## config.mk

```make
export PLATFORM = sky130hd
export DESIGN_NAME = token_budget_threshold_monitor_core
export DESIGN_NICKNAME = d
export VERILOG_FILES = /design/src/design/tbtm_pkg.sv /design/src/design/tbtm_regs.sv /design/src/design/tbtm_front.sv /design/src/design/tbtm_queue.sv /design/src/design/tbtm_back.sv /design/src/design/token_budget_threshold_monitor_core.sv
export SDC_FILE = /design/constraint.sdc
export NUM_CORES = 2
export LEC_CHECK = 0
export BUFFER_PORTS_ARGS = -buffer_cell sky130_fd_sc_hd__buf_4
export CAP_MARGIN = 20
export CORE_ASPECT_RATIO = 0.6
export CORE_MARGIN = 3
export CORE_UTILIZATION = 64
export DETAILED_ROUTE_END_ITERATION = 7
export GPL_ROUTABILITY_DRIVEN = 0
export PLACE_DENSITY = 0.94
export SETUP_SLACK_MARGIN = 0.02
export SLEW_MARGIN = 20
export SYNTH_ARGS = -nofsm -noshare
export SYNTH_HDL_FRONTEND = slang
export SYNTH_SLANG_ARGS = --single-unit
```

## constraint.sdc

```tcl
create_clock -name clk -period 7.2 [get_ports clk]
set_input_delay 1.08 -clock clk [delete_from_list [all_inputs] [get_ports clk]]
set_output_delay 1.08 -clock clk [all_outputs]
set_load 0.02 [all_outputs]
```

## src/design/tbtm_pkg.sv

```systemverilog
// ----------------------------------------------------------------------------
// Token budget threshold monitor: package
// Widths, codes, shared types and decode helpers.
// ----------------------------------------------------------------------------
package tbtm_pkg;

    localparam int COUNT_WIDTH = 40;
    localparam int AMOUNT_W    = 24;
    localparam int LIMIT_W     = 32;
    localparam int TOTAL_W     = 41;
    localparam int PCT_W       = 7;
    localparam int AXIS_W      = 2;
    localparam int N_AXES      = 3;
    localparam int N_PCT       = 3;
    localparam int N_MARKS     = N_AXES * N_PCT;
    localparam int MARK_IDX_W  = $clog2(N_MARKS);
    localparam int PROD_W      = LIMIT_W + PCT_W;
    localparam int CMP_W       = COUNT_WIDTH + 8;
    localparam int ADDR_W      = 4;
    localparam int DATA_W      = 32;
    localparam int QUEUE_DEPTH = 2;
    localparam int QPTR_W      = $clog2(QUEUE_DEPTH);
    localparam int QCNT_W      = $clog2(QUEUE_DEPTH + 1);

    localparam logic [1:0] REG_INPUT_LIMIT  = 2'd0;
    localparam logic [1:0] REG_OUTPUT_LIMIT = 2'd1;
    localparam logic [1:0] REG_TOTAL_LIMIT  = 2'd2;

    localparam logic [AXIS_W-1:0] AXIS_INPUT  = 2'd0;
    localparam logic [AXIS_W-1:0] AXIS_OUTPUT = 2'd1;
    localparam logic [AXIS_W-1:0] AXIS_TOTAL  = 2'd2;

    localparam logic KIND_EVENT = 1'b0;
    localparam logic KIND_FINAL = 1'b1;

    localparam logic [PCT_W-1:0] PCT_HALF = 7'd50;
    localparam logic [PCT_W-1:0] PCT_HIGH = 7'd80;
    localparam logic [PCT_W-1:0] PCT_FULL = 7'd100;
    localparam logic [PCT_W-1:0] PCT_NONE = 7'd0;

    localparam logic [PCT_W-1:0] PCT_TABLE [N_PCT] = '{PCT_HALF, PCT_HIGH, PCT_FULL};

    typedef struct packed {
        logic [N_AXES-1:0]                          en;
        logic [N_AXES-1:0][N_PCT-1:0][PROD_W-1:0]   prod;
    } tbtm_limits_t;

    typedef struct packed {
        logic [N_MARKS-1:0] marks;
        logic [TOTAL_W-1:0] total;
    } tbtm_entry_t;

    function automatic logic [CMP_W-1:0] tbtm_times100(input logic [CMP_W-1:0] v);
        return (v << 6) + (v << 5) + (v << 2);
    endfunction

    function automatic logic [PROD_W-1:0] tbtm_scale(input logic [LIMIT_W-1:0] lim,
                                                     input logic [PCT_W-1:0] pct);
        return PROD_W'(lim) * PROD_W'(pct);
    endfunction

    function automatic logic [AXIS_W-1:0] tbtm_mark_axis(input logic [MARK_IDX_W-1:0] idx);
        logic [AXIS_W-1:0] axis;
        unique case (idx) inside
            4'd0, 4'd1, 4'd2: axis = AXIS_INPUT;
            4'd3, 4'd4, 4'd5: axis = AXIS_OUTPUT;
            default:          axis = AXIS_TOTAL;
        endcase
        return axis;
    endfunction

    function automatic logic [PCT_W-1:0] tbtm_mark_pct(input logic [MARK_IDX_W-1:0] idx);
        logic [PCT_W-1:0] pct;
        unique case (idx) inside
            4'd0, 4'd3, 4'd6: pct = PCT_HALF;
            4'd1, 4'd4, 4'd7: pct = PCT_HIGH;
            default:          pct = PCT_FULL;
        endcase
        return pct;
    endfunction

endpackage

```

## src/design/tbtm_regs.sv

```systemverilog
// ----------------------------------------------------------------------------
// Token budget threshold monitor: limit registers
// APB register file for the three limits with pre-scaled threshold products.
// ----------------------------------------------------------------------------
module tbtm_regs
    import tbtm_pkg::*;
(
    input  logic                clk,
    input  logic                rst_n,
    input  logic                psel,
    input  logic                penable,
    input  logic                pwrite,
    input  logic [ADDR_W-1:0]   paddr,
    input  logic [DATA_W-1:0]   pwdata,
    output logic [DATA_W-1:0]   prdata,
    output tbtm_limits_t        limits
);

    logic [N_AXES-1:0][LIMIT_W-1:0]               lim_reg;
    logic [N_AXES-1:0][N_PCT-1:0][PROD_W-1:0]     prod_reg;
    logic [1:0]                                   idx;
    logic                                         wr_en;

    assign idx   = paddr[3:2];
    assign wr_en = psel && penable && pwrite;

    always_ff @(posedge clk or negedge rst_n)
    begin
        if (!rst_n)
        begin
            lim_reg  <= '0;
            prod_reg <= '0;
        end
        else if (wr_en)
        begin
            case (idx) inside
                REG_INPUT_LIMIT, REG_OUTPUT_LIMIT, REG_TOTAL_LIMIT:
                begin
                    lim_reg[idx] <= pwdata[LIMIT_W-1:0];
                    for (int k = 0; k < N_PCT; k++)
                    begin
                        prod_reg[idx][k] <= tbtm_scale(pwdata[LIMIT_W-1:0], PCT_TABLE[k]);
                    end
                end
                default:
                begin
                    // drop writes outside the map
                end
            endcase
        end
    end

    always_comb
    begin
        case (idx) inside
            REG_INPUT_LIMIT, REG_OUTPUT_LIMIT, REG_TOTAL_LIMIT:
                prdata = DATA_W'(lim_reg[idx]);
            default:
                prdata = '0;
        endcase
    end

    always_comb
    begin
        for (int a = 0; a < N_AXES; a++)
        begin
            limits.en[a] = |lim_reg[a];
        end
        limits.prod = prod_reg;
    end

endmodule

```

## src/design/tbtm_front.sv

```systemverilog
// ----------------------------------------------------------------------------
// Token budget threshold monitor: front end
// Accepts requests, updates the saturating counters and classifies crossings.
// ----------------------------------------------------------------------------
module tbtm_front
    import tbtm_pkg::*;
(
    input  logic                  clk,
    input  logic                  rst_n,
    input  logic                  req_valid,
    output logic                  req_ready,
    input  logic [AMOUNT_W-1:0]   input_amount,
    input  logic [AMOUNT_W-1:0]   output_amount,
    input  tbtm_limits_t          limits,
    input  logic                  queue_full,
    output logic                  push,
    output tbtm_entry_t           entry
);

    logic                       s1_valid_reg;
    logic                       s1_valid_next;
    logic [COUNT_WIDTH-1:0]     input_used_reg;
    logic [COUNT_WIDTH-1:0]     input_used_next;
    logic [COUNT_WIDTH-1:0]     output_used_reg;
    logic [COUNT_WIDTH-1:0]     output_used_next;
    logic [N_MARKS-1:0]         fired_reg;
    logic [N_MARKS-1:0]         fired_next;
    logic [COUNT_WIDTH:0]       in_sum;
    logic [COUNT_WIDTH:0]       out_sum;
    logic [COUNT_WIDTH:0]       total_sum;
    logic [N_AXES-1:0][CMP_W-1:0] used100;
    logic [N_MARKS-1:0]         crossed;
    logic [N_MARKS-1:0]         new_marks;
    logic                       accept;

    assign push      = s1_valid_reg && !queue_full;
    assign req_ready = !s1_valid_reg || !queue_full;
    assign accept    = req_valid && req_ready;

    assign in_sum  = {1'b0, input_used_reg} + (COUNT_WIDTH + 1)'(input_amount);
    assign out_sum = {1'b0, output_used_reg} + (COUNT_WIDTH + 1)'(output_amount);

    // saturate at full counter width
    assign input_used_next  = in_sum[COUNT_WIDTH]  ? '1 : in_sum[COUNT_WIDTH-1:0];
    assign output_used_next = out_sum[COUNT_WIDTH] ? '1 : out_sum[COUNT_WIDTH-1:0];

    assign total_sum = {1'b0, input_used_reg} + {1'b0, output_used_reg};

    always_comb
    begin
        used100[AXIS_INPUT]  = tbtm_times100(CMP_W'(input_used_reg));
        used100[AXIS_OUTPUT] = tbtm_times100(CMP_W'(output_used_reg));
        used100[AXIS_TOTAL]  = tbtm_times100(CMP_W'(total_sum));
        for (int a = 0; a < N_AXES; a++)
        begin
            for (int k = 0; k < N_PCT; k++)
            begin
                crossed[a * N_PCT + k] = limits.en[a]
                                         && (used100[a] >= CMP_W'(limits.prod[a][k]));
            end
        end
    end

    assign new_marks   = crossed & ~fired_reg;
    assign entry.marks = new_marks;
    assign entry.total = TOTAL_W'(total_sum);

    assign fired_next    = push ? (fired_reg | new_marks) : fired_reg;
    assign s1_valid_next = accept || (s1_valid_reg && !push);

    always_ff @(posedge clk or negedge rst_n)
    begin
        if (!rst_n)
        begin
            s1_valid_reg    <= 1'b0;
            input_used_reg  <= '0;
            output_used_reg <= '0;
            fired_reg       <= '0;
        end
        else
        begin
            s1_valid_reg <= s1_valid_next;
            fired_reg    <= fired_next;
            if (accept)
            begin
                input_used_reg  <= input_used_next;
                output_used_reg <= output_used_next;
            end
        end
    end

endmodule

```

## src/design/tbtm_queue.sv

```systemverilog
// ----------------------------------------------------------------------------
// Token budget threshold monitor: work queue
// Short FIFO of classified requests between the front and back ends.
// ----------------------------------------------------------------------------
module tbtm_queue
    import tbtm_pkg::*;
(
    input  logic          clk,
    input  logic          rst_n,
    input  logic          push,
    input  tbtm_entry_t   push_entry,
    output logic          full,
    input  logic          pop,
    output tbtm_entry_t   head,
    output logic          empty
);

    tbtm_entry_t          mem_reg [QUEUE_DEPTH];
    logic [QPTR_W-1:0]    wptr_reg;
    logic [QPTR_W-1:0]    rptr_reg;
    logic [QCNT_W-1:0]    count_reg;
    logic [QCNT_W-1:0]    count_next;

    assign full  = (count_reg == QCNT_W'(QUEUE_DEPTH));
    assign empty = (count_reg == '0);
    assign head  = mem_reg[rptr_reg];

    always_comb
    begin
        count_next = count_reg;
        if (push && !pop)
        begin
            count_next = count_reg + 1'b1;
        end
        else if (pop && !push)
        begin
            count_next = count_reg - 1'b1;
        end
    end

    always_ff @(posedge clk or negedge rst_n)
    begin
        if (!rst_n)
        begin
            wptr_reg  <= '0;
            rptr_reg  <= '0;
            count_reg <= '0;
        end
        else
        begin
            count_reg <= count_next;
            if (push)
            begin
                wptr_reg <= wptr_reg + 1'b1;
            end
            if (pop)
            begin
                rptr_reg <= rptr_reg + 1'b1;
            end
        end
    end

    always_ff @(posedge clk)
    begin
        if (push)
        begin
            mem_reg[wptr_reg] <= push_entry;
        end
    end

endmodule

```

## src/design/tbtm_back.sv

```systemverilog
// ----------------------------------------------------------------------------
// Token budget threshold monitor: back end
// Serializes crossing events and the final total into the output register.
// ----------------------------------------------------------------------------
module tbtm_back
    import tbtm_pkg::*;
(
    input  logic                  clk,
    input  logic                  rst_n,
    input  tbtm_entry_t           head,
    input  logic                  queue_empty,
    output logic                  pop,
    output logic                  evt_valid,
    input  logic                  evt_ready,
    output logic                  event_kind,
    output logic [AXIS_W-1:0]     axis_code,
    output logic [PCT_W-1:0]      percent,
    output logic [TOTAL_W-1:0]    total_used,
    output logic                  last
);

    logic                      cur_valid_reg;
    logic [N_MARKS-1:0]        cur_marks_reg;
    logic [N_MARKS-1:0]        cur_marks_next;
    logic [TOTAL_W-1:0]        cur_total_reg;
    logic                      evt_valid_reg;
    logic                      kind_reg;
    logic [AXIS_W-1:0]         axis_reg;
    logic [PCT_W-1:0]          pct_reg;
    logic [TOTAL_W-1:0]        total_reg;
    logic                      last_reg;
    logic [MARK_IDX_W-1:0]     sel;
    logic                      has_evt;
    logic                      emit;
    logic                      emit_final;

    // lowest pending mark first
    always_comb
    begin
        sel = '0;
        for (int i = N_MARKS - 1; i >= 0; i--)
        begin
            if (cur_marks_reg[i])
            begin
                sel = MARK_IDX_W'(i);
            end
        end
    end

    assign has_evt    = |cur_marks_reg;
    assign emit       = cur_valid_reg && (!evt_valid_reg || evt_ready);
    assign emit_final = emit && !has_evt;
    assign pop        = !queue_empty && (!cur_valid_reg || emit_final);

    always_comb
    begin
        cur_marks_next = cur_marks_reg;
        if (pop)
        begin
            cur_marks_next = head.marks;
        end
        else if (emit && has_evt)
        begin
            cur_marks_next[sel] = 1'b0;
        end
    end

    always_ff @(posedge clk or negedge rst_n)
    begin
        if (!rst_n)
        begin
            cur_valid_reg <= 1'b0;
            evt_valid_reg <= 1'b0;
        end
        else
        begin
            if (pop)
            begin
                cur_valid_reg <= 1'b1;
            end
            else if (emit_final)
            begin
                cur_valid_reg <= 1'b0;
            end
            if (emit)
            begin
                evt_valid_reg <= 1'b1;
            end
            else if (evt_ready)
            begin
                evt_valid_reg <= 1'b0;
            end
        end
    end

    always_ff @(posedge clk)
    begin
        cur_marks_reg <= cur_marks_next;
        if (pop)
        begin
            cur_total_reg <= head.total;
        end
        if (emit)
        begin
            total_reg <= cur_total_reg;
            if (has_evt)
            begin
                kind_reg <= KIND_EVENT;
                axis_reg <= tbtm_mark_axis(sel);
                pct_reg  <= tbtm_mark_pct(sel);
                last_reg <= 1'b0;
            end
            else
            begin
                kind_reg <= KIND_FINAL;
                axis_reg <= AXIS_INPUT;
                pct_reg  <= PCT_NONE;
                last_reg <= 1'b1;
            end
        end
    end

    assign evt_valid  = evt_valid_reg;
    assign event_kind = kind_reg;
    assign axis_code  = axis_reg;
    assign percent    = pct_reg;
    assign total_used = total_reg;
    assign last       = last_reg;

endmodule

```

## src/design/token_budget_threshold_monitor_core.sv

```systemverilog
// ----------------------------------------------------------------------------
// Token budget threshold monitor: top level
// Usage counters with per-axis 50/80/100 percent threshold events.
// ----------------------------------------------------------------------------
// Request channel (req_valid/req_ready, input_amount, output_amount): each
// request adds both amounts to two saturating counters. Result channel
// (evt_valid/evt_ready): per request, one event for each axis/percent pair
// crossed for the first time (input, output, total; 50, 80, 100), then a
// final result with last set carrying the running total.
// Limits are set over the APB port at 0x0, 0x4 and 0x8; zero disables.
// A taken request is held in the front stage, then the queue, then the back
// end's current-request register, before its first result leaves the output
// register. Throughput: one result per cycle from the back end while evt_ready
// is high, and requests with no events flow one per cycle.
// The front end keeps taking requests while results are stalled until the
// two-entry queue and the front stage fill; then req_ready drops.
// Reset clears counters, fired marks, limits and all valid state.
// ----------------------------------------------------------------------------
module token_budget_threshold_monitor_core
    import tbtm_pkg::*;
(
    input  logic                  clk,
    input  logic                  rst_n,
    input  logic                  psel,
    input  logic                  penable,
    input  logic                  pwrite,
    input  logic [ADDR_W-1:0]     paddr,
    input  logic [DATA_W-1:0]     pwdata,
    output logic [DATA_W-1:0]     prdata,
    output logic                  pready,
    input  logic                  req_valid,
    output logic                  req_ready,
    input  logic [AMOUNT_W-1:0]   input_amount,
    input  logic [AMOUNT_W-1:0]   output_amount,
    output logic                  evt_valid,
    input  logic                  evt_ready,
    output logic                  event_kind,
    output logic [AXIS_W-1:0]     axis_code,
    output logic [PCT_W-1:0]      percent,
    output logic [TOTAL_W-1:0]    total_used,
    output logic                  last
);

    tbtm_limits_t   limits;
    tbtm_entry_t    push_entry;
    tbtm_entry_t    head;
    logic           push;
    logic           pop;
    logic           queue_full;
    logic           queue_empty;

    assign pready = 1'b1;

    tbtm_regs u_regs (
        .clk     (clk),
        .rst_n   (rst_n),
        .psel    (psel),
        .penable (penable),
        .pwrite  (pwrite),
        .paddr   (paddr),
        .pwdata  (pwdata),
        .prdata  (prdata),
        .limits  (limits)
    );

    tbtm_front u_front (
        .clk           (clk),
        .rst_n         (rst_n),
        .req_valid     (req_valid),
        .req_ready     (req_ready),
        .input_amount  (input_amount),
        .output_amount (output_amount),
        .limits        (limits),
        .queue_full    (queue_full),
        .push          (push),
        .entry         (push_entry)
    );

    tbtm_queue u_queue (
        .clk        (clk),
        .rst_n      (rst_n),
        .push       (push),
        .push_entry (push_entry),
        .full       (queue_full),
        .pop        (pop),
        .head       (head),
        .empty      (queue_empty)
    );

    tbtm_back u_back (
        .clk         (clk),
        .rst_n       (rst_n),
        .head        (head),
        .queue_empty (queue_empty),
        .pop         (pop),
        .evt_valid   (evt_valid),
        .evt_ready   (evt_ready),
        .event_kind  (event_kind),
        .axis_code   (axis_code),
        .percent     (percent),
        .total_used  (total_used),
        .last        (last)
    );

endmodule

```

==> results.yml, run 1 <==
global_route:
  grt_overflow_total: 78
  grt_max_degree: 172
  gr-usage-all-layers_pct: 65.96
  antenna_found_initial: 40
die:
  start_util_pct: 64.94
  die_x_um: 382.7
  die_h_um: 232.0
  num_rows: 82
  pin_count: 178
sta:
  worst-ep-kind: "register input"
  postGrtWorstEndpoint: "u_queue.mem_reg[1][47]$_DFFE_PP_/D"
synth:
  yosys-top-cells-count: "ha_1, inv_1, o21ai_0"
  synth_enable_flop_cells: 199
  synthTopCellsByArea: "dfrtp_1, ha_1, edfxtp_1, o21ai_0, inv_1"
  yosys_warnings: 0
  synth_seq_cells: 703
  synthDistinctLibCells: 103
  synth_area_mm2: 0.05450
  synth_area_leader_cell: "dfrtp_1"
  synth_async_sr_flop_share_pct: 71.69
  yosysMostFrequentCell: "ha_1"
  synth_flop_cell: "dfrtp_1"
  syn_inst: 5924
  yosysTopAreaCellShare_pct: 23.14
  syn_avg_cell_area_um2: 9.200
  synth_seq_area_share_pct: 34.11
run_status:
  stop_stage: "global routing (5_1_grt)"
  status: "did not finish"
  error: "[ERROR GRT-0232] Routing congestion too high. Check the congestion heatmap in the GUI."
clock_tree:
  cts_inserted_buffers: 69
  cts_buffer_depth: 3
  cts_sinks: 703
  root_buffer: "clkbuf_16"
  cts.htree.levels: 3
  holdBufCountCts: 0
place:
  pre_cts_slack_ns: -0.5603
  io_buffers: 172
  dpl.cell_count: 7354
  dp_hpwl_um: 135600
-- through the flow --
step	cell area, um2	setup TNS [ns]
CTS	61530	0
detailed placement	58760	-4.056
floorplan	54500	0
global placement	58750	-0.8610
-- routing by layer --
| layer | GRT usage [%] | overflow |
|---|---|---|
| met1 | 65.90 | 6 |
| met2 | 75.88 | 40 |
| met3 | 61.81 | 3 |
| met4 | 54.71 | 29 |
| met5 | 52.67 | 0 |
-- what timing repair did --
| item | in CTS |
|---|---|
| pin swaps | 17 |
| gates resized for setup | 58 |
| endpoints found under the setup margin | 23 |
| buffers inserted | 12 |
-- cells by family after synthesis --
| family | Yosys count | synth area share (%) |
|---|---|---|
| AOI/OAI and AO/OA | 1750 | 20.20 |
| xor gates and xnor gates | 315 | 5.062 |
| adders and majority gates | 849 | 20.32 |
| buffers and inverters | 780 | 5.492 |
| DFF | 703 | 34.11 |
| muxes | 135 | 2.668 |
| other | 2 | 0.01378 |
| and+or+nand+nor | 1390 | 12.14 |
==> run 2: changes to the inputs <==
--- a/config.mk
+++ b/config.mk
@@ -7,13 +7,11 @@
 export LEC_CHECK = 0
 export BUFFER_PORTS_ARGS = -buffer_cell sky130_fd_sc_hd__buf_4
 export CAP_MARGIN = 20
-export CORE_ASPECT_RATIO = 0.6
 export CORE_MARGIN = 3
-export CORE_UTILIZATION = 64
+export CORE_UTILIZATION = 40
 export DETAILED_ROUTE_END_ITERATION = 7
 export GPL_ROUTABILITY_DRIVEN = 0
-export PLACE_DENSITY = 0.94
-export SETUP_SLACK_MARGIN = 0.02
+export PLACE_DENSITY_LB_ADDON = 0.15
 export SLEW_MARGIN = 20
 export SYNTH_ARGS = -nofsm -noshare
 export SYNTH_HDL_FRONTEND = slang
==> run 2 against run 1 <==
  * Synthesized area unchanged
  * The flow now finishes without violations
  * Synthesized cell count stayed put
==> results.yml, run 2 <==
die:
  num_rows: 134
  die_x_um: 375.1
  core_area_mm2: 0.1343
  pin_count: 178
  die-area_mm2: 0.1407
  start_util_pct: 40.58
  die_h_um: 375.1
synth:
  synth_area_leader_cell: "dfrtp_1"
  yosys-top-cells-count: "ha_1, inv_1, o21ai_0"
  synth_area_mm2: 0.05450
  yosysTopAreaCellShare_pct: 23.14
  synthDistinctLibCells: 103
  synth_enable_flop_cells: 199
  synth_seq_cells: 703
  yosysMostFrequentCell: "ha_1"
  synthTopCellsByArea: "dfrtp_1, ha_1, edfxtp_1, o21ai_0, inv_1"
  yosys_warnings: 0
  syn_inst: 5924
  synth_seq_area_share_pct: 34.11
  syn_avg_cell_area_um2: 9.200
  synth_flop_cell: "dfrtp_1"
  synth_async_sr_flop_share_pct: 71.69
sta:
  fin_crit_ns: 6.936
  slew_violations: 0
  worst_slew_pin_slew_ns: 1.163
  max_freq_ghz: 0.1442
  holdWs_ns: 0.3002
  setup_viol: 0
  period_share_pct: 96.34
  finalWorstSetupSlack_ns: 0.2637
  hold_violations: 0
  fin_skew_ns: 0.02530
  slew-limit-headroom_pct: 22.19
layout:
  nFillCells: 12770
  final_cell_mix: "ha_1, inv_1, buf_4"
  drive_gt1_share_pct: 15.11
  utilization_pct: 47.69
  final_nets: 7337
  final_common_cell: "ha_1"
  largest_register_ffs: 321
  synthToLayoutAreaGrowth_pct: 17.52
  final_cells: 8235
clock_tree:
  tritoncts: "yes"
  cts_inserted_buffers: 84
  cts_buffer_depth: 3
  clock_latency_ns: 0.70
  holdBufCountCts: 0
  root_buffer: "clkbuf_16"
  cts.htree.levels: 3
  cts_sinks: 703
  path_clk_slew_ns: 0.06
detailed_routing:
  wl_per_cell_um: 20.83
  postRouteAntennaNets: 0
  vias_per_cell: 5.506
  routed_wirelength_um: 171600
  vias: 45340
  first_pass_iters: 7
  drc: 0
  drt_iter0_drc: 3374
place:
  dp_hpwl_um: 136700
  io_buffers: 172
  dpl.cell_count: 8056
  pre_cts_slack_ns: -0.1078
global_route:
  grt_pass1_vias: 43610
  antenna_found_initial: 15
  grt_pass1_wl_um: 260700
  grt_overflow_total: 0
  gr-usage-all-layers_pct: 23.97
  grt_max_degree: 138
critical_path:
  cp.arrival_ns: 7.34
  crit_path_start_kind: "flop"
  rrSetupSlack_ns: 0.26
  cp_max_fo: 6
  cpPeakStageDelay_ns: 0.46
  crit_top_cell: "buf_4"
  crit_type: "flop to flop"
  crit_path_top_delay_cell: "nor3_1"
  critPathCaptureType: "flop"
  cp.required_ns: 7.61
flow_run:
  drv_cap: 0
hold_path:
  min_path_type: "primary input to async pin"
run_status:
  status: "finished clean"
## run 2: cells by family after synthesis
| kind of cell | Yosys count | share of synthesized area [%] |
|---|---|---|
| muxes | 135 | 2.668 |
| DFF | 703 | 34.11 |
| other | 2 | 0.01378 |
| AOI/OAI and AO/OA | 1750 | 20.20 |
| adders and majority gates | 849 | 20.32 |
| and+or+nand+nor | 1390 | 12.14 |
| buffers and inverters | 780 | 5.492 |
| xor gates and xnor gates | 315 | 5.062 |
## run 2: critical path, delay by kind of cell (launching register included)
| family | cells | cell delay, ns |
|---|---|---|
| xor gates and xnor gates | 2 | 0.29 |
| and+or+nand+nor | 5 | 0.91 |
| adders and majority gates | 4 | 1.06 |
| AOI/OAI and AO/OA | 15 | 3.21 |
| buffers and inverters | 6 | 0.81 |
| DFF | 1 | 0.38 |
## run 2: area by class of cell
cell class	count	area, um2	area share (%)
multi-input cells	4442	33920	52.96
flip-flops and latches	703	18590	29.02
repair buffers	540	4101	6.403
inverters	626	2350	3.669
clock buffers	107	2300	3.590
well taps	1768	2212	3.454
clock inverters	43	564.3	0.8810
diodes	6	15.01	0.02344
## run 2: path summary, 6_finish.rpt
path / startpoint / endpoint / depth (start not counted)
max: u_front.output_used_reg[1]$_DFFE_PN0P_ / u_queue.mem_reg[1][44]$_DFFE_PP_ / 32
min in group clk: u_back.cur_total_reg[1]$_DFFE_PP_ / u_back.total_used[1]$_DFFE_PP_ / 0
max in group asynchronous: rst_n / u_front.output_used_reg[36]$_DFFE_PN0P_ / 3
min: rst_n / u_regs.lim_reg[59]$_DFFE_PN0P_ / 1
min reg2reg: u_back.cur_total_reg[1]$_DFFE_PP_ / u_back.total_used[1]$_DFFE_PP_ / 0
max reg2reg: u_front.output_used_reg[1]$_DFFE_PN0P_ / u_queue.mem_reg[1][44]$_DFFE_PP_ / 32
## run 2: through the flow
step / area, um2 / TNS [ns]
6_report: 64050 / 0
5_1_grt: 64040 / -0.5168
4_1_cts: 63040 / 0
3_5_place_dp: 60130 / -0.6781
3_3_place_gp: 60110 / -0.2511
2_1_floorplan: 54500 / 0
## run 2: what timing repair did
item | 4_1_cts | 5_1_grt
setup buffers | 0 | 24
resized for setup | 10 | 167
endpoints found under the setup margin | 10 | 27
pin swaps | 0 | 74
## run 2: per-layer routing
metal | up-vias | share of wire, % | GRT usage, %
met2 | 1071 | 45 | 38.62
li1 | 22190 | - | -
met4 | 0 | 3.1 | 7.579
met3 | 206 | 5.0 | 2.915
met5 | - | 0 | 0
met1 | 21880 | 47 | 33.54
Power of run 2 is not shown: default switching activity piles up to over one toggle a cycle in this logic, so the estimate is an artifact.
